--- src/rtl/hatt_pkg.sv ---
// ----------------------------------------------------------------------------
// hatt_pkg
// Shared types and constants for the Hilbert axes-to-transpose pipeline.
// ----------------------------------------------------------------------------
package hatt_pkg;

  localparam int DIMENSIONS = 9;
  localparam int COORD_BITS = 16;
  localparam int ORDER_W    = 5;
  localparam int LEVEL_W    = $clog2(COORD_BITS);
  localparam int NUM_CELLS  = COORD_BITS - 1;

  localparam logic [ORDER_W-1:0] ORDER_RESET = ORDER_W'(COORD_BITS);

  typedef logic [COORD_BITS-1:0] word_t;
  typedef word_t [DIMENSIONS-1:0] vec_t;
  typedef logic [ORDER_W-1:0] order_t;
  typedef logic [LEVEL_W-1:0] level_t;

  typedef struct packed {
    logic [15:0] coord_0;
    logic [15:0] coord_1;
    logic [15:0] coord_2;
    logic [15:0] coord_3;
    logic [15:0] coord_4;
    logic [15:0] coord_5;
    logic [15:0] coord_6;
    logic [15:0] coord_7;
    logic [15:0] coord_8;
  } in_item_t;

  typedef struct packed {
    logic [15:0] index_word_0;
    logic [15:0] index_word_1;
    logic [15:0] index_word_2;
    logic [15:0] index_word_3;
    logic [15:0] index_word_4;
    logic [15:0] index_word_5;
    logic [15:0] index_word_6;
    logic [15:0] index_word_7;
    logic [15:0] index_word_8;
  } out_item_t;

endpackage

--- src/rtl/hatt_gray.sv ---
// ----------------------------------------------------------------------------
// hatt_gray
// Gray decode stage: prefix XOR over the axes, then the order-limited mask
// from the last word; registers the result beat.
// ----------------------------------------------------------------------------
module hatt_gray (
  input  logic               clk,
  input  logic               rst_n,
  input  hatt_pkg::order_t   eff_order,
  input  logic               up_valid,
  input  hatt_pkg::vec_t     up_data,
  output logic               up_stall,
  output logic               dn_valid,
  output hatt_pkg::vec_t     dn_data,
  input  logic               dn_stall
);

  logic            valid_r;
  hatt_pkg::vec_t  data_r;
  hatt_pkg::vec_t  data_nxt;
  hatt_pkg::vec_t  prefix;
  hatt_pkg::word_t tmask;
  logic            acc;

  // Prefix XOR, then fold the set bits of the last word into the mask
  always_comb begin
    prefix = up_data;
    for (int i = 1; i < hatt_pkg::DIMENSIONS; i++) begin
      prefix[i] = prefix[i] ^ prefix[i-1];
    end
    acc   = 1'b0;
    tmask = '0;
    for (int j = hatt_pkg::COORD_BITS - 1; j >= 0; j--) begin
      tmask[j] = acc;
      if (hatt_pkg::ORDER_W'(j) < eff_order) begin
        acc = acc ^ prefix[hatt_pkg::DIMENSIONS-1][j];
      end
    end
    for (int i = 0; i < hatt_pkg::DIMENSIONS; i++) begin
      data_nxt[i] = prefix[i] ^ tmask;
    end
  end

  // Hold while the result beat is stalled
  assign up_stall = valid_r && dn_stall;

  always_ff @(posedge clk) begin
    if (!rst_n) begin
      valid_r <= 1'b0;
    end else if (!up_stall) begin
      valid_r <= up_valid;
    end
  end

  always_ff @(posedge clk) begin
    if (!up_stall && up_valid) begin
      data_r <= data_nxt;
    end
  end

  assign dn_valid = valid_r;
  assign dn_data  = data_r;

endmodule

--- config.mk ---
export PLATFORM = sky130hd
export DESIGN_NAME = hatt_gray
export DESIGN_NICKNAME = d
export VERILOG_FILES = /design/src/rtl/hatt_pkg.sv /design/src/rtl/hatt_gray.sv
export SDC_FILE = /design/constraint.sdc
export NUM_CORES = 1
export LEC_CHECK = 0
export ABC_AREA = 1
export BUFFER_PORTS_ARGS = -buffer_cell sky130_fd_sc_hd__buf_4
export CELL_PAD_IN_SITES_DETAIL_PLACEMENT = 1
export CELL_PAD_IN_SITES_GLOBAL_PLACEMENT = 1
export CORE_ASPECT_RATIO = 0.6
export CORE_MARGIN = 5
export CORE_UTILIZATION = 29
export CTS_CLUSTER_DIAMETER = 80
export CTS_CLUSTER_SIZE = 28
export DETAILED_ROUTE_END_ITERATION = 16
export GPL_ROUTABILITY_DRIVEN = 0
export PLACE_DENSITY_LB_ADDON = 0.1
export SKIP_CTS_REPAIR_TIMING = 1
export SLEW_MARGIN = 25
export SYNTH_ARGS = -nofsm -noshare
export SYNTH_HDL_FRONTEND = slang
export SYNTH_SLANG_ARGS = --single-unit
--- constraint.sdc ---
create_clock -name clk -period 20.3 [get_ports clk]
set_input_delay 6.09 -clock clk [delete_from_list [all_inputs] [get_ports clk]]
set_output_delay 6.09 -clock clk [all_outputs]
set_load 0.01 [all_outputs]
* Word-level counts from Yosys, hierarchy flattened
Index checks and enable logic that the tools add are counted.
** Word-level totals
- Output and inout bits :: 146
- Logic and storage cells :: 74
- Flip-flop bits (word level) :: 145
- Input bits :: 153
** Operators by class
- Bitwise operators :: 31
- Reductions and logical operators :: 3
- Magnitude comparators :: 15
- Multiplexer cells :: 15
** Operator list (number)
- $xor 16x15->16 :: 9
- $xor 16x16->16 :: 8
- $lt 4x5->1 const A :: 8
- $lt 3x5->1 const A :: 4
- $mux 1 :: 15
- $xor 1x1->1 :: 14
- $lt 2x5->1 const A :: 2
- $lt 1x5->1 const A :: 1
- $logic_and 1x1->1 :: 2
- $logic_not 1->1 :: 1

* Logic depth before layout (Yosys ltp)
- Depth after elaboration :: 38
- Depth in mapped cells :: 57
- Gate-level depth less buffers :: 45

* Worst setup path after synthesis
OpenSTA, ideal clock, no wires.
- Path kind :: input to register
- Start :: in dn_stall
- End :: reg data_r (netlist bit dn_data[0]), enable pin
- Path slack :: 7.435 ns
- Required time :: 19.651 ns
- Path buffers :: 0
- Stages :: 3
- Arrival :: 12.217 ns
- Library setup time :: 0.649 ns
- Cell sequence :: nand2_1 inv_1 nor2_1
** Between the ends
- Word-level cells in the longest chain between the ends :: 3
** RTL lines
- start: declaration :: RTL line hatt_gray.sv:15 : input logic dn_stall
- $logic_and 1x1->1 :: RTL line hatt_gray.sv:45 : assign up_stall = valid_r && dn_stall;
- named net up_stall :: RTL line hatt_gray.sv:12 : output logic up_stall,
- $logic_not 1->1 :: RTL line hatt_gray.sv:56 : if (!up_stall && up_valid) begin
- $logic_and 1x1->1 :: RTL line hatt_gray.sv:56
- end signal: assignment :: RTL line hatt_gray.sv:57 : data_r <= data_nxt;
- end: declaration :: RTL line hatt_gray.sv:19 : hatt_pkg::vec_t data_r;
The timed path passes the listed nets, and every way through them passes these cells.
A chain may end at the register's enable or synchronous reset.

==> impl_metrics.toml <==
[run_status]
outcome = "finished, final reports clean"

[synth]
synth_edf_count = 144
synth_area_per_cell_um2 = 11.72
synth_ff_type = "edfxtp_1"
synth_top_area_frac = 0.5442
synthTopCellsByArea = "edfxtp_1 (54%), xor2_1 (14%), xnor2_1 (9.8%)"
ys_ff_latch = 145
syn-cell-area_um2 = 7946
synth_common_cells = "edfxtp_1 (144), xor2_1 (123), nand2_1 (107)"
async_reset_ff_frac = 0
netlist_instances = 678
synth.most_common_cell = "edfxtp_1"
yosysWarnings = 0
synth_fp_nets = 831
ys_seq_area_frac = 0.5467
synth.distinct_cells = 27
yosys.area.top_type = "edfxtp_1"

[sta]
fin_setup_tns_ns = 0
period_minus_slack_ns = 13.58
fmax_mhz = 73.61
worst_slack_ns = 6.715
tightestPinTransition_ns = 0.8849
fin_crit_sh = 0.6692
finalSetupViolations = 0
rsz0062_at_grt = "no"
final-hold-violation-count = 0
max_slew_margin = 0.4100
drv_slew = 0
clock_skew_ns = 0.009219

[clocking]
numCtsBuffers = 17
tritoncts = "built"
clk-insertion-delay-late_ns = 0.43
cts.reportedPaths.clkPinSlew_ns = 0.07
cts.path.max_buffers = 2
htreeDepth = 4
clock_sinks = 145
cts_root_buffer = "clkbuf_16"

[routing]
remaining_drc_errors = 0
finalWirelength_um = 23650
firstDrtPassIters = 4
drt_iter0_markers = 222
vias = 5728
vias_per_cell = 4.221
avgRoutedWirePerCell_um = 17.43
ant_nets = 0

[worst_setup_path]
worstSetupEndpointType = "register"
slowest_delay_ns = 0.44
worstPathMaxFanout = 10
path_class = "in2reg"
cpMostUsedCell = "nand3_2"
cp_slowest_cell = "nand3_1"
worstPathArrival_ns = 13.77
crit_required_ns = 20.49
start_kind = "input port"

[floorplanning]
io_pins = 299
start_util = 0.2976
die_x_um = 223.7
die_h_um = 138.2
fp-row-count = 46
die_area_um2 = 30920
core_um2 = 26710

[layout]
nNetsFinal = 1137
antenna_cells = 0
drive_gt1_frac = 0.3872
syn_to_final_growth_pct = 39.68

[run]
drv_cap = 0

[placed_design]
dp_hpwl_um = 18940
port_buffers = 298
place_ws_ns = 6.068

[grt]
grt_max_degree = 62
grt_usage = 0.1487
grt-ovfl-total = 0
antenna_found_initial = 1
grt_pass1_vias = 6079
grt_pass1_wl_um = 35580

[hold_path]
hold_class = "reg2reg"

[pwr]
max-vdd-ir-drop_uv = 56.35
p_per_area_nw_per_um2 = 131.5
power.leakage_nw = 4.920
==> worst max-delay path: cells and delay by family <==
family,cells,cell delay [ns]
and+or+nand+nor,41,7.46
buffers and inverters,2,0.19
==> power by group <==
part | internal, mW | switching [mW] | leakage (nW)
Combinational | 0.272 | 0.353 | 3.24
Sequential | 0.490 | 0.0330 | 1.41
Clock | 0.180 | 0.133 | 0.270
==> registers in the layout (all words and copies together) (netlist names) <==
name and cells:
dn_valid 1, dn_data 144
==> routing by layer <==
metal | vias to the layer above | GRT usage | part of all wire
li1 | 2848 | - | -
met1 | 2676 | 0.2061 | 0.48
met2 | 184 | 0.2118 | 0.42
met3 | 18 | 0.06854 | 0.089
met4 | 2 | 0.03544 | 0.0099
met5 | - | 0 | 0.00085
==> layout make-up <==
class | count | area, um^2
clock buffer | 17 | 425.4
clock inverter | 15 | 143.9
fill | 2992 | 15610
inverter | 59 | 221.5
multi-input combinational | 460 | 3234
sequential | 145 | 4344
tap | 360 | 450.4
timing repair buffer | 301 | 2280
==> metrics by stage <==
step,std cells,instance area (um^2),power (mW),hold slack (ns),utilization
4_1_cts,1356,11070,1.487,0.5024,0.4146
3_3_place_gp,1324,10500,1.160,0.4889,0.3933
3_5_place_dp,1324,10500,1.166,0.4917,0.3933
6_report,1357,11100,1.460,0.4974,0.4156
2_1_floorplan,678,7946,0.9268,0.5071,-
5_1_grt,1357,11100,1.557,0.5280,0.4156
==> cells in the final DEF, fill, tap and decap left out, drive strengths merged, types with 4 or more instances in the layout <==
master	n
xor2	124
buf	301
nand3	90
o21ai	4
inv	60
clkinv	8
edfxtp	144
clkbuf	17
clkinvlp	4
nand2	136
xnor2	91
nor2	4
==> worst paths after layout <==
kind | to | start | slack [ns] | cells past startpoint
setup / recovery | dn_data[48]$_DFFE_PP_ | up_data[15] | 6.72 | 43
setup reg to reg | dn_data[120]$_DFFE_PP_ | dn_valid$_SDFFE_PN0N_ | 18.24 | 4
hold reg to reg | dn_valid$_SDFFE_PN0N_ | dn_valid$_SDFFE_PN0N_ | 0.50 | 2
hold / removal | dn_valid$_SDFFE_PN0N_ | dn_valid$_SDFFE_PN0N_ | 0.50 | 2
==> cell families (layout without fill, tap and decap cells) <==
kind of cell / count (synthesis) / count (layout) / synth area share
compound gates: 10 / 10 / 0.008031
xor+xnor: 215 / 215 / 0.2398
buf+inv: 73 / 392 / 0.04724
simple gates: 235 / 235 / 0.1582
flops: 145 / 145 / 0.5467
Power figures use the tool's default switching activity.
