===== src/rtl/hatt_pkg.sv =====
// ----------------------------------------------------------------------------
// hatt_pkg
// Shared types and constants for the Hilbert axes-to-transpose pipeline.
// ----------------------------------------------------------------------------
package hatt_pkg;

  localparam int DIMENSIONS = 9;
  localparam int COORD_BITS = 16;
  localparam int ORDER_W    = 5;
  localparam int LEVEL_W    = $clog2(COORD_BITS);
  localparam int NUM_CELLS  = COORD_BITS - 1;

  localparam logic [ORDER_W-1:0] ORDER_RESET = ORDER_W'(COORD_BITS);

  typedef logic [COORD_BITS-1:0] word_t;
  typedef word_t [DIMENSIONS-1:0] vec_t;
  typedef logic [ORDER_W-1:0] order_t;
  typedef logic [LEVEL_W-1:0] level_t;

  typedef struct packed {
    logic [15:0] coord_0;
    logic [15:0] coord_1;
    logic [15:0] coord_2;
    logic [15:0] coord_3;
    logic [15:0] coord_4;
    logic [15:0] coord_5;
    logic [15:0] coord_6;
    logic [15:0] coord_7;
    logic [15:0] coord_8;
  } in_item_t;

  typedef struct packed {
    logic [15:0] index_word_0;
    logic [15:0] index_word_1;
    logic [15:0] index_word_2;
    logic [15:0] index_word_3;
    logic [15:0] index_word_4;
    logic [15:0] index_word_5;
    logic [15:0] index_word_6;
    logic [15:0] index_word_7;
    logic [15:0] index_word_8;
  } out_item_t;

endpackage


===== src/rtl/hatt_cell.sv =====
// ----------------------------------------------------------------------------
// hatt_cell
// One bit level of the excess-work pass: walks all axes at its level when
// that level is below the curve order, and registers the point for the next cell.
// ----------------------------------------------------------------------------
module hatt_cell (
  input  logic              clk,
  input  logic              rst_n,
  input  hatt_pkg::level_t  cell_level,
  input  hatt_pkg::order_t  eff_order,
  input  logic              up_valid,
  input  hatt_pkg::vec_t    up_data,
  output logic              up_stall,
  output logic              dn_valid,
  output hatt_pkg::vec_t    dn_data,
  input  logic              dn_stall
);

  logic           valid_r;
  hatt_pkg::vec_t data_r;
  hatt_pkg::vec_t data_nxt;
  hatt_pkg::word_t low_mask;
  hatt_pkg::word_t diff;
  logic           active;

  // Invert or exchange the low bits of each axis against axis 0
  always_comb begin
    low_mask = hatt_pkg::word_t'((hatt_pkg::word_t'(1) << cell_level)
                                 - hatt_pkg::word_t'(1));
    active   = (hatt_pkg::ORDER_W'(cell_level) < eff_order);
    data_nxt = up_data;
    diff     = '0;
    if (active) begin
      for (int i = 0; i < hatt_pkg::DIMENSIONS; i++) begin
        if (data_nxt[i][cell_level]) begin
          data_nxt[0] = data_nxt[0] ^ low_mask;
        end else begin
          diff        = (data_nxt[0] ^ data_nxt[i]) & low_mask;
          data_nxt[0] = data_nxt[0] ^ diff;
          data_nxt[i] = data_nxt[i] ^ diff;
        end
      end
    end
  end

  // Hold while the downstream beat is stalled
  assign up_stall = valid_r && dn_stall;

  always_ff @(posedge clk) begin
    if (!rst_n) begin
      valid_r <= 1'b0;
    end else if (!up_stall) begin
      valid_r <= up_valid;
    end
  end

  always_ff @(posedge clk) begin
    if (!up_stall && up_valid) begin
      data_r <= data_nxt;
    end
  end

  assign dn_valid = valid_r;
  assign dn_data  = data_r;

endmodule


===== config.mk =====
export PLATFORM = sky130hd
export DESIGN_NAME = hatt_cell
export DESIGN_NICKNAME = d
export VERILOG_FILES = /design/src/rtl/hatt_pkg.sv /design/src/rtl/hatt_cell.sv
export SDC_FILE = /design/constraint.sdc
export NUM_CORES = 1
export LEC_CHECK = 0
export BUFFER_PORTS_ARGS = -buffer_cell sky130_fd_sc_hd__buf_2
export CAP_MARGIN = 20
export CELL_PAD_IN_SITES_DETAIL_PLACEMENT = 0
export CELL_PAD_IN_SITES_GLOBAL_PLACEMENT = 1
export CORE_ASPECT_RATIO = 1.75
export CORE_MARGIN = 2
export CORE_UTILIZATION = 35
export CTS_BUF_LIST = sky130_fd_sc_hd__clkbuf_16
export DETAILED_ROUTE_END_ITERATION = 10
export HOLD_SLACK_MARGIN = 0.12
export PLACE_DENSITY_LB_ADDON = 0.1
export SLEW_MARGIN = 20
export SYNTH_ARGS = -nofsm -noshare
export SYNTH_HDL_FRONTEND = slang
export SYNTH_SLANG_ARGS = --single-unit

===== constraint.sdc =====
create_clock -name clk -period 11.55 [get_ports clk]
set_input_delay 2.31 -clock clk [delete_from_list [all_inputs] [get_ports clk]]
set_output_delay 2.31 -clock clk [all_outputs]
set_load 0.05 [all_outputs]

Word level (Yosys, flattened, before mapping)
Cells that the tools add are included.
{"block": "totals", "output_inout_bits": 146, "regBits": 145, "word_cells": 106, "in_bits": 157}
{"block": "op_classes", "addsub": 1, "n_reduce_logical": 3, "n_lt_le_gt_ge": 2, "shifts": 1, "n_mux": 44, "bitwise": 45}
{"operator": "$xor 16x16->16", "n": 36}
{"operator": "$mux 16", "n": 25}
{"operator": "$and 16x16->16", "n": 9}
{"operator": "$mux 144", "n": 1}
{"operator": "$bmux 1 s4", "n": 9}
{"operator": "$shl 1x4->16 const A", "n": 1}
{"operator": "$sub 16x1->16 const B", "n": 1}
{"operator": "$mux 1", "n": 9}
{"operator": "$lt 4x5->1", "n": 1}
{"operator": "$lt 4x5->1 const B", "n": 1}
{"operator": "$logic_and 1x1->1", "n": 2}
{"operator": "$logic_not 1->1", "n": 1}

Logic depth before layout (Yosys ltp)
Gate-level depths: netlist of the first run.
{"block": "depth", "ltp_word": 47, "depth_mapped": 20, "depth_no_buf": 12}

Least setup slack after synthesis of the first run
Ideal clock, no wire load.
{"block": "synth_timing", "kind": "input -> register", "startpoint": "in dn_stall", "endpoint": "reg data_r, in the netlist dn_data[0] (enable)", "path_stages": 2, "arrival_time_ns": 9.017, "t_required_ns": 10.887, "setup_slack_ns": 1.870, "n_path_buf": 0, "setup_time_ns": 0.663, "cell_sequence": "and2_1 nor2b_1"}
{"block": "synth_via", "elab_chain_len": 3}
{"item": "start: declaration", "line_no": "hatt_cell.sv:16", "text": "input logic dn_stall"}
{"item": "$logic_and 1x1->1", "line_no": "hatt_cell.sv:47", "text": "assign up_stall = valid_r && dn_stall;"}
{"item": "$logic_not 1->1", "line_no": "hatt_cell.sv:58", "text": "if (!up_stall && up_valid) begin"}
{"item": "$logic_and 1x1->1", "line_no": "hatt_cell.sv:58"}
{"item": "end signal: assignment", "line_no": "hatt_cell.sv:59", "text": "data_r <= data_nxt;"}
{"item": "end: declaration", "line_no": "hatt_cell.sv:20", "text": "hatt_pkg::vec_t data_r;"}
Every way passes these cells.
A chain may end at the register's enable or synchronous reset.

==> impl_results.html, run 1 <==
<table>
<tr><th>Metric</th><th>Value</th></tr>
<tr><th colspan="2">Drt</th></tr>
<tr><td>Via count</td><td>around 11000</td></tr>
<tr><td>Routed length per instance</td><td>about 28 um</td></tr>
<tr><td>DRC errors left</td><td>0</td></tr>
<tr><td>Detailed Route Iter0 Violations</td><td>1042</td></tr>
<tr><td>Wire length reported by the detailed router</td><td>between 40000 and 50000 um</td></tr>
<tr><td>Detail-routed via count per cell</td><td>a little over 6</td></tr>
<tr><td>First-pass iteration count of the detailed router</td><td>5</td></tr>
<tr><td>Residual antenna-violating net count after detailed routing</td><td>0</td></tr>
<tr><th colspan="2">STA</th></tr>
<tr><td>Clock skew</td><td>between 0.005 and 0.006 ns</td></tr>
<tr><td>Final Max Slew Viols</td><td>0</td></tr>
<tr><td>Hold slack final</td><td>0.660 ns</td></tr>
<tr><td>Endpoints failing hold</td><td>0</td></tr>
<tr><td>Worst-Margin Slew</td><td>1.07 ns</td></tr>
<tr><td>Max Fclk</td><td>145 MHz</td></tr>
<tr><td>Share of the cycle needed by the critical path after routing</td><td>between 50% and 60%</td></tr>
<tr><td>Worst max-slew margin expressed relative to the limit</td><td>around a quarter</td></tr>
<tr><td>Final setup violation count</td><td>0</td></tr>
<tr><td>Unrepaired setup endpoints after global routing</td><td>false</td></tr>
<tr><td>Worst setup slack after layout</td><td>~4.7 ns</td></tr>
<tr><td>Final Critical Period</td><td>6.88 ns</td></tr>
<tr><td>Final TNS setup</td><td>0 ns</td></tr>
<tr><th colspan="2">Setup path</th></tr>
<tr><td>Critical path class</td><td>primary input to register</td></tr>
<tr><td>Setup crit start kind</td><td>primary input</td></tr>
<tr><td>Maximum fanout along the worst path</td><td>33</td></tr>
<tr><td>Count of cells along the worst register-to-register path</td><td>4</td></tr>
<tr><td>Arrival time of the worst setup path</td><td>slightly above 7 ns</td></tr>
<tr><td>Critical path capture point type</td><td>register</td></tr>
<tr><td>Critical path required time</td><td>between 10 and 15 ns</td></tr>
<tr><th colspan="2">Synth</th></tr>
<tr><td>Number of cells produced by synthesis</td><td>1085</td></tr>
<tr><td>Avg Inst Size Synth</td><td>roughly 9.8 um2</td></tr>
<tr><td>Syn Nets</td><td>1246</td></tr>
<tr><td>Proportion of register bits with asynchronous set or reset after synthesis</td><td>0%</td></tr>
<tr><td>Number of enable-type register cells in the synthesized netlist</td><td>144</td></tr>
<tr><td>Post-synthesis simple-gate area fraction</td><td>a little over an eighth</td></tr>
<tr><td>Cell area after technology mapping</td><td>~11000 um2</td></tr>
<tr><td>Synth Register Bits</td><td>between 100 and 150</td></tr>
<tr><td>Count of warnings emitted by yosys</td><td>0</td></tr>
<tr><td>Synthesized-area fraction occupied by xor and xnor cells</td><td>under 10%</td></tr>
<tr><td>Synth unique cells</td><td>74</td></tr>
<tr><td>Fraction of synthesized area in multiplexers</td><td>18.3%</td></tr>
<tr><td>Fraction of the mapped netlist area in adder cells</td><td>0.470%</td></tr>
<tr><td>Combinational family with the most area after synthesis</td><td>compound AO/OA/AOI/OAI gates</td></tr>
<tr><td>Share of the yosys chip area belonging to registers</td><td>40.8%</td></tr>
<tr><td>Synth Area in Compound Gates</td><td>a little over a fifth</td></tr>
<tr><td>Main flop type after synthesis</td><td>sky130_fd_sc_hd__edfxtp_1</td></tr>
<tr><th colspan="2">Layout</th></tr>
<tr><td>Antenna Cells</td><td>0</td></tr>
<tr><td>Most frequent standard cell in the layout excluding fill and tap cells</td><td>sky130_fd_sc_hd__buf_2</td></tr>
<tr><td>Commonest non-fill, non-tap cells in the layout</td><td>302 x sky130_fd_sc_hd__buf_2, 144 x sky130_fd_sc_hd__edfxtp_1, 119 x sky130_fd_sc_hd__nand2_1</td></tr>
<tr><td>Utilization after layout</td><td>43.3%</td></tr>
<tr><td>Number of nets in the layout</td><td>1500</td></tr>
<tr><td>Layout cells sized above 1</td><td>34.6%</td></tr>
<tr><td>Synth-to-layout area growth</td><td>22.3%</td></tr>
<tr><th colspan="2">Floorplanning</th></tr>
<tr><td>Die Span Y</td><td>around 230 um</td></tr>
<tr><td>Placeable Area</td><td>roughly 30000 um2</td></tr>
<tr><td>Num ports</td><td>303</td></tr>
<tr><td>Die outline width</td><td>roughly 140 um</td></tr>
<tr><td>Full die area</td><td>~32000 um2</td></tr>
<tr><td>Starting density of the core</td><td>between 30% and 40%</td></tr>
<tr><td>Std cell rows</td><td>84</td></tr>
<tr><th colspan="2">Clock network</th></tr>
<tr><td>Buffer levels on the longest clock path</td><td>2</td></tr>
<tr><td>TritonCTS clock tree</td><td>built</td></tr>
<tr><td>H-tree depth</td><td>4</td></tr>
<tr><td>Count of hold buffers inserted by post-cts repair</td><td>0</td></tr>
<tr><td>Number of CTS-inserted buffers</td><td>17</td></tr>
<tr><td>Count of buffers added by post-CTS timing repair for setup</td><td>0</td></tr>
<tr><td>CTS clk-pin slew, worst paths</td><td>~0.06 ns</td></tr>
<tr><td>Number of instances resized during post-cts repair</td><td>0</td></tr>
<tr><td># clock sinks</td><td>between 100 and 150</td></tr>
<tr><td>Clk Tree Root Cell</td><td>sky130_fd_sc_hd__clkbuf_16</td></tr>
<tr><td>Worst-skew pair later-pin latency</td><td>~0.45 ns</td></tr>
<tr><th colspan="2">Min path</th></tr>
<tr><td>Path class of the lowest-slack min-delay path</td><td>register to register</td></tr>
<tr><td>Hold path depth</td><td>2</td></tr>
<tr><th colspan="2">Global route</th></tr>
<tr><td>Remaining Overflow, GRT</td><td>0</td></tr>
<tr><td>Global-route wire length before repair</td><td>between 70000 and 80000 um</td></tr>
<tr><td>Maximum number of pins on one net before global-route repair</td><td>81</td></tr>
<tr><td>Vias in the first global route</td><td>roughly 10000</td></tr>
<tr><td>Initial antenna violation count</td><td>0</td></tr>
<tr><td>GRT Overall Usage</td><td>between 30 and 40%</td></tr>
<tr><th colspan="2">Power</th></tr>
<tr><td>Power density normalized to cell area</td><td>about 160 nW/um2</td></tr>
<tr><td>Worst ir drop on vdd</td><td>0.119 mV</td></tr>
<tr><td>Standby leakage power</td><td>5.14 nW</td></tr>
<tr><th colspan="2">Job</th></tr>
<tr><td>Number of maximum-capacitance violations</td><td>0</td></tr>
<tr><th colspan="2">Placed design</th></tr>
<tr><td>Sum of net half-perimeters after detailed placement</td><td>between 30000 and 40000 um</td></tr>
<tr><td>Count of input and output buffers</td><td>302</td></tr>
<tr><td>Placer congestion estimate</td><td>approximately 0.96</td></tr>
<tr><td>Pre-CTS setup slack</td><td>4.25 ns</td></tr>
<tr><th colspan="2">Status</th></tr>
<tr><td>Outcome</td><td>finished clean</td></tr>
</table>
## synthesized netlist by cell type, types with 24 or more instances
cell type,count,share of area (%)
sky130_fd_sc_hd__a21oi_1,77,3.6
sky130_fd_sc_hd__a31oi_1,46,2.7
sky130_fd_sc_hd__clkbuf_1,69,2.4
sky130_fd_sc_hd__edfxtp_1,144,41
sky130_fd_sc_hd__mux2_2,49,5.2
sky130_fd_sc_hd__mux2i_1,37,3.5
sky130_fd_sc_hd__mux4_2,42,8.9
sky130_fd_sc_hd__nand2_1,119,4.2
sky130_fd_sc_hd__nand3_1,24,1.1
sky130_fd_sc_hd__nor2_1,109,3.8
sky130_fd_sc_hd__nor3_1,24,1.1
sky130_fd_sc_hd__o21ai_0,76,3.6
sky130_fd_sc_hd__o31ai_1,26,1.8
## cell families (layout without fill, tap and decap cells)
| family | Yosys count | after routing |
|---|---|---|
| compound gates | 347 | 347 |
| simple gates | 326 | 326 |
| flops | 145 | 145 |
| mux | 133 | 133 |
| buf+inv | 113 | 379 |
| xor+xnor | 17 | 17 |
| fa+ha+maj | 4 | 4 |
## per-layer routing
layer / track usage (%) / vias up / wire length, um
met2: 52.9 / 645 / 25300
met4: 18.0 / 0 / 3180
met1: 35.8 / 5241 / 17600
li1: - / 4716 / -
met3: 4.36 / 131 / 3290
met5: 0 / - / 0
## power by group
part | leakage [nW] | internal (mW) | switching [mW]
logic | 3.47 | 0.228 | 0.587
clock network | 0.270 | 0.311 | 0.231
registers | 1.40 | 0.652 | 0.0176
## final timing paths
kind,startpoint,end,slack [ns]
max,cell_level[0],dn_data[106]$_DFFE_PP_,4.67
min,dn_valid$_SDFFE_PN0N_,dn_valid$_SDFFE_PN0N_,0.66
max reg2reg,dn_valid$_SDFFE_PN0N_,dn_data[6]$_DFFE_PP_,8.83
min reg2reg,dn_valid$_SDFFE_PN0N_,dn_valid$_SDFFE_PN0N_,0.66
## worst max-delay path, stage by stage
cell	delay [ns]
sky130_fd_sc_hd__buf_2	0.57
sky130_fd_sc_hd__buf_4	0.64
sky130_fd_sc_hd__mux4_2	0.59
sky130_fd_sc_hd__mux2_2	0.30
sky130_fd_sc_hd__mux2i_1	0.80
sky130_fd_sc_hd__buf_4	0.34
sky130_fd_sc_hd__nor2_1	0.11
sky130_fd_sc_hd__a2111oi_0	0.85
sky130_fd_sc_hd__a21oi_1	0.22
sky130_fd_sc_hd__mux2_2	0.31
## sequential cells by signal, indices dropped and copies added, names as in the netlist
register  cells
dn_data     144
dn_valid      1
## through the flow
stage,cell area (um2),instances,total power [mW]
after global routing,13000,1738,2.10
after CTS,13000,1738,2.03
after detailed placement,12500,1707,1.48
after floorplan,10700,1085,1.22
final,13000,1738,2.03
after global placement,12500,1707,1.48
## layout make-up
type / count / area [um2]
Fill cell: 3077 / 17000
Inverter: 17 / 63.8
Clock inverter: 14 / 124
Tap cell: 387 / 484
Multi-Input combinational cell: 827 / 5860
Clock buffer: 17 / 425
Timing Repair Buffer: 331 / 1730
Sequential cell: 145 / 4340
(Power assumes the default switching activity.)
==> inputs of run 2 (changes only) <==
Clock period 11.55 ns to 6.37 ns, I/O delays scaled along.
==> run 2 against run 1 <==
  * Combinational power up 85%
  * Sequential share of layout area down 0.30 points
  * Clock skew up 0.0038 ns
  * Routed wire length up 3.8%
  * Via count down 0.19%
  * Highest routed layer unchanged
  * Global-route usage up 1.3 points
  * First-iteration DRC count up 11%
  * Critical path depth up 3
  * Core utilization up 0.39 points
  * Hold slack better by 0.013 ns
  * Non-clock buffer count up 10
  * Die area unchanged
==> impl_results.html, run 2 (synthesis gave the netlist of run 1 again) <==
<table>
<tr><th>Metric</th><th>Value</th></tr>
<tr><th colspan="2">Power</th></tr>
<tr><td>Worst ir drop on vdd</td><td>0.217 mV (+83%)</td></tr>
<tr><td>Standby leakage power</td><td>5.20 nW (+1.2%)</td></tr>
<tr><td>Power Total</td><td>3.75 mW (+85%)</td></tr>
<tr><td>Power density normalized to cell area</td><td>285 nW/um2 (+83%)</td></tr>
<tr><th colspan="2">Min path</th></tr>
<tr><td>Path class of the lowest-slack min-delay path</td><td>register to register</td></tr>
<tr><td>Launch instance of the worst min-delay path</td><td>dn_valid$_SDFFE_PN0N_</td></tr>
<tr><td>Hold path depth</td><td>2 (unchanged)</td></tr>
<tr><th colspan="2">STA</th></tr>
<tr><td>Max Fclk</td><td>~200 MHz</td></tr>
<tr><td>Clock skew</td><td>0.00928 ns (+0.00382 ns)</td></tr>
<tr><td>Worst-Margin Slew</td><td>1.18 ns (+0.115 ns)</td></tr>
<tr><td>Worst setup slack after layout</td><td>1.29 ns (-3.37 ns)</td></tr>
<tr><td>Final TNS setup</td><td>0 ns (unchanged)</td></tr>
<tr><td>Worst max-slew margin expressed relative to the limit</td><td>20.5% (-6.1 points)</td></tr>
<tr><td>Endpoints failing hold</td><td>0 (unchanged)</td></tr>
<tr><td>Final setup violation count</td><td>0 (unchanged)</td></tr>
<tr><td>Final Max Slew Viols</td><td>0 (unchanged)</td></tr>
<tr><td>Final Critical Period</td><td>a little over 5 ns</td></tr>
<tr><td>Unrepaired setup endpoints after global routing</td><td>false</td></tr>
<tr><td>Share of the cycle needed by the critical path after routing</td><td>between 70 and 80%</td></tr>
<tr><td>Hold slack final</td><td>0.672 ns (+0.0125 ns)</td></tr>
<tr><th colspan="2">Clock network</th></tr>
<tr><td>Buffer levels on the longest clock path</td><td>2 (unchanged)</td></tr>
<tr><td>Clk Tree Root Cell</td><td>sky130_fd_sc_hd__clkbuf_16</td></tr>
<tr><td>Count of hold buffers inserted by post-cts repair</td><td>0 (unchanged)</td></tr>
<tr><td>Count of buffers added by post-CTS timing repair for setup</td><td>0 (unchanged)</td></tr>
<tr><td>Number of instances resized during post-cts repair</td><td>0 (unchanged)</td></tr>
<tr><td>Number of CTS-inserted buffers</td><td>17 (unchanged)</td></tr>
<tr><td>TritonCTS clock tree</td><td>built</td></tr>
<tr><td># clock sinks</td><td>145 (unchanged)</td></tr>
<tr><td>H-tree depth</td><td>4 (unchanged)</td></tr>
<tr><td>Worst-skew pair later-pin latency</td><td>0.47 ns (+0.02 ns)</td></tr>
<tr><td>CTS clk-pin slew, worst paths</td><td>0.06 ns (about the same)</td></tr>
<tr><th colspan="2">Drt</th></tr>
<tr><td>Detailed Route Iter0 Violations</td><td>1159 (+11%)</td></tr>
<tr><td>First-pass iteration count of the detailed router</td><td>5 (unchanged)</td></tr>
<tr><td>Routed length per instance</td><td>29.3 um (+3.1%)</td></tr>
<tr><td>Residual antenna-violating net count after detailed routing</td><td>0 (unchanged)</td></tr>
<tr><td>Via count</td><td>10700 (-0.19%)</td></tr>
<tr><td>DRC errors left</td><td>0 (unchanged)</td></tr>
<tr><td>Detail-routed via count per cell</td><td>6.12 (-0.87%)</td></tr>
<tr><td>Wire length reported by the detailed router</td><td>51200 um (+3.8%)</td></tr>
<tr><th colspan="2">Placed design</th></tr>
<tr><td>Count of input and output buffers</td><td>302 (unchanged)</td></tr>
<tr><td>Placer congestion estimate</td><td>0.925 (-3.2%)</td></tr>
<tr><td>Sum of net half-perimeters after detailed placement</td><td>39400 um (+4.1%)</td></tr>
<tr><td>Pre-CTS setup slack</td><td>0.929 ns (-3.32 ns)</td></tr>
<tr><td>Post-place instance area</td><td>12600 um2 (+0.73%)</td></tr>
<tr><th colspan="2">Layout</th></tr>
<tr><td>Commonest non-fill, non-tap cells in the layout</td><td>301 x sky130_fd_sc_hd__buf_2, 144 x sky130_fd_sc_hd__edfxtp_1, 119 x sky130_fd_sc_hd__nand2_1</td></tr>
<tr><td>Most frequent standard cell in the layout excluding fill and tap cells</td><td>sky130_fd_sc_hd__buf_2</td></tr>
<tr><td>Finished layout cell area</td><td>13100 um2 (+0.90%)</td></tr>
<tr><td>Filler cell count in the final layout</td><td>3023 (-1.8%)</td></tr>
<tr><td>Number of flip-flops under the largest register name</td><td>144 (unchanged)</td></tr>
<tr><td>Number of nets in the layout</td><td>1510 (+0.67%)</td></tr>
<tr><td>Layout cells sized above 1</td><td>35.4% (+0.75 points)</td></tr>
<tr><td>Synth-to-layout area growth</td><td>23.4%</td></tr>
<tr><th colspan="2">Global route</th></tr>
<tr><td>Initial antenna violation count</td><td>1 (+1)</td></tr>
<tr><td>GRT Overall Usage</td><td>32.0% (+1.3 points)</td></tr>
<tr><td>Remaining Overflow, GRT</td><td>0 (unchanged)</td></tr>
<tr><td>Global-route wire length before repair</td><td>72400 um (+3.2%)</td></tr>
<tr><td>Vias in the first global route</td><td>10600 (+3.9%)</td></tr>
<tr><td>Maximum number of pins on one net before global-route repair</td><td>145 (+79%)</td></tr>
<tr><th colspan="2">Setup path</th></tr>
<tr><td>Critical path capture point type</td><td>register</td></tr>
<tr><td>Arrival time of the worst setup path</td><td>5.29 ns (-1.79 ns)</td></tr>
<tr><td>Instance count on the critical path</td><td>13 (+3)</td></tr>
<tr><td>Worst-path cell with the longest stage delay</td><td>sky130_fd_sc_hd__a2111oi_0</td></tr>
<tr><td>Number of buffer and inverter instances along the worst setup path</td><td>3 (unchanged)</td></tr>
<tr><td>Critical-path cell list</td><td>buf_2 &gt; or2_2 &gt; nor2_1 &gt; inv_1 &gt; ha_1 &gt; or3_1 &gt; nand2_1 &gt; a22o_1 &gt; a21oi_1 &gt; buf_4 &gt; a2111oi_0 &gt; a21oi_1 &gt; mux2_2</td></tr>
<tr><td>Count of cells along the worst register-to-register path</td><td>3 (-1)</td></tr>
<tr><td>CP dominant cell by count</td><td>sky130_fd_sc_hd__a21oi_1</td></tr>
<tr><td>Cell class contributing the biggest share of worst-path delay</td><td>simple AND/OR/NAND/NOR gates</td></tr>
<tr><td>Setup crit start kind</td><td>primary input</td></tr>
<tr><td>Critical path class</td><td>primary input to register</td></tr>
<tr><td>FF-to-FF Start</td><td>dn_valid$_SDFFE_PN0N_</td></tr>
<tr><td>Maximum fanout along the worst path</td><td>16 (-52%)</td></tr>
<tr><td>Worst Setup SP</td><td>cell_level[3]</td></tr>
<tr><td>Critical path required time</td><td>6.58 ns (-5.17 ns)</td></tr>
<tr><td>Peak per-stage delay on the critical path</td><td>0.62 ns (-0.23 ns)</td></tr>
<tr><th colspan="2">Floorplanning</th></tr>
<tr><td>Std cell rows</td><td>84 (unchanged)</td></tr>
<tr><td>Full die area</td><td>31900 um2 (unchanged)</td></tr>
<tr><td>Placeable Area</td><td>30100 um2 (unchanged)</td></tr>
<tr><td>Die outline width</td><td>136 um (unchanged)</td></tr>
<tr><td>Starting density of the core</td><td>35.4% (unchanged)</td></tr>
<tr><td>Num ports</td><td>303 (unchanged)</td></tr>
<tr><td>Die Span Y</td><td>235 um (unchanged)</td></tr>
<tr><th colspan="2">Status</th></tr>
<tr><td>Outcome</td><td>finished clean</td></tr>
<tr><th colspan="2">Job</th></tr>
<tr><td>Number of maximum-capacitance violations</td><td>0 (unchanged)</td></tr>
</table>
[run 2: changes by cell type in the layout (fill, tap and decap cells not counted), sizes merged]
cell,before,now
buf,331,341
clkinvlp,1,2
clkinv,11,6
inv,17,22
diode,0,1
[run 2: power breakdown]
part,leakage [nW],switching [mW],internal [mW]
clock network,0.282,0.452,0.579
registers,1.40,0.0295,1.18
logic,3.52,1.08,0.425
[run 2: layer usage]
metal	track usage [%]	vias up	wire [um]
met5	0	-	0
met4	22.2	0	3920
met3	4.27	154	3300
met2	55.2	616	26100
met1	35.9	5205	17900
li1	-	4738	-
[run 2: layout make-up]
class | instances | area [um2] | area share [%]
antenna | 1 | 2.50 | 0.0190
multi-input combinational | 827 | 5850 | 44.5
inverter | 17 | 63.8 | 0.485
clock inverter | 15 | 155 | 1.18
timing repair buffer | 341 | 1820 | 13.8
sequential | 145 | 4340 | 33.0
tap | 387 | 484 | 3.68
clock buffer | 17 | 425 | 3.24
[run 2: tightest hold or removal path: stages, from the launching register on]
cell and delay [ns]:
sky130_fd_sc_hd__dfxtp_1 0.32, sky130_fd_sc_hd__and2_1 0.20, sky130_fd_sc_hd__o21a_1 0.12
[run 2: path summary, 6_finish.rpt]
kind                            end  slack [ns]
max          dn_data[106]$_DFFE_PP_        1.29
min           dn_valid$_SDFFE_PN0N_        0.67
max reg2reg  dn_data[113]$_DFFE_PP_        4.68
min reg2reg   dn_valid$_SDFFE_PN0N_        0.67
[run 2: per-stage QoR]
step / util (%) / std cells
after CTS: 43.7 / 1749
after global routing: 43.7 / 1750
after detailed placement: 41.8 / 1717
after floorplan: - / 1085
after global placement: 41.8 / 1717
final: 43.7 / 1750
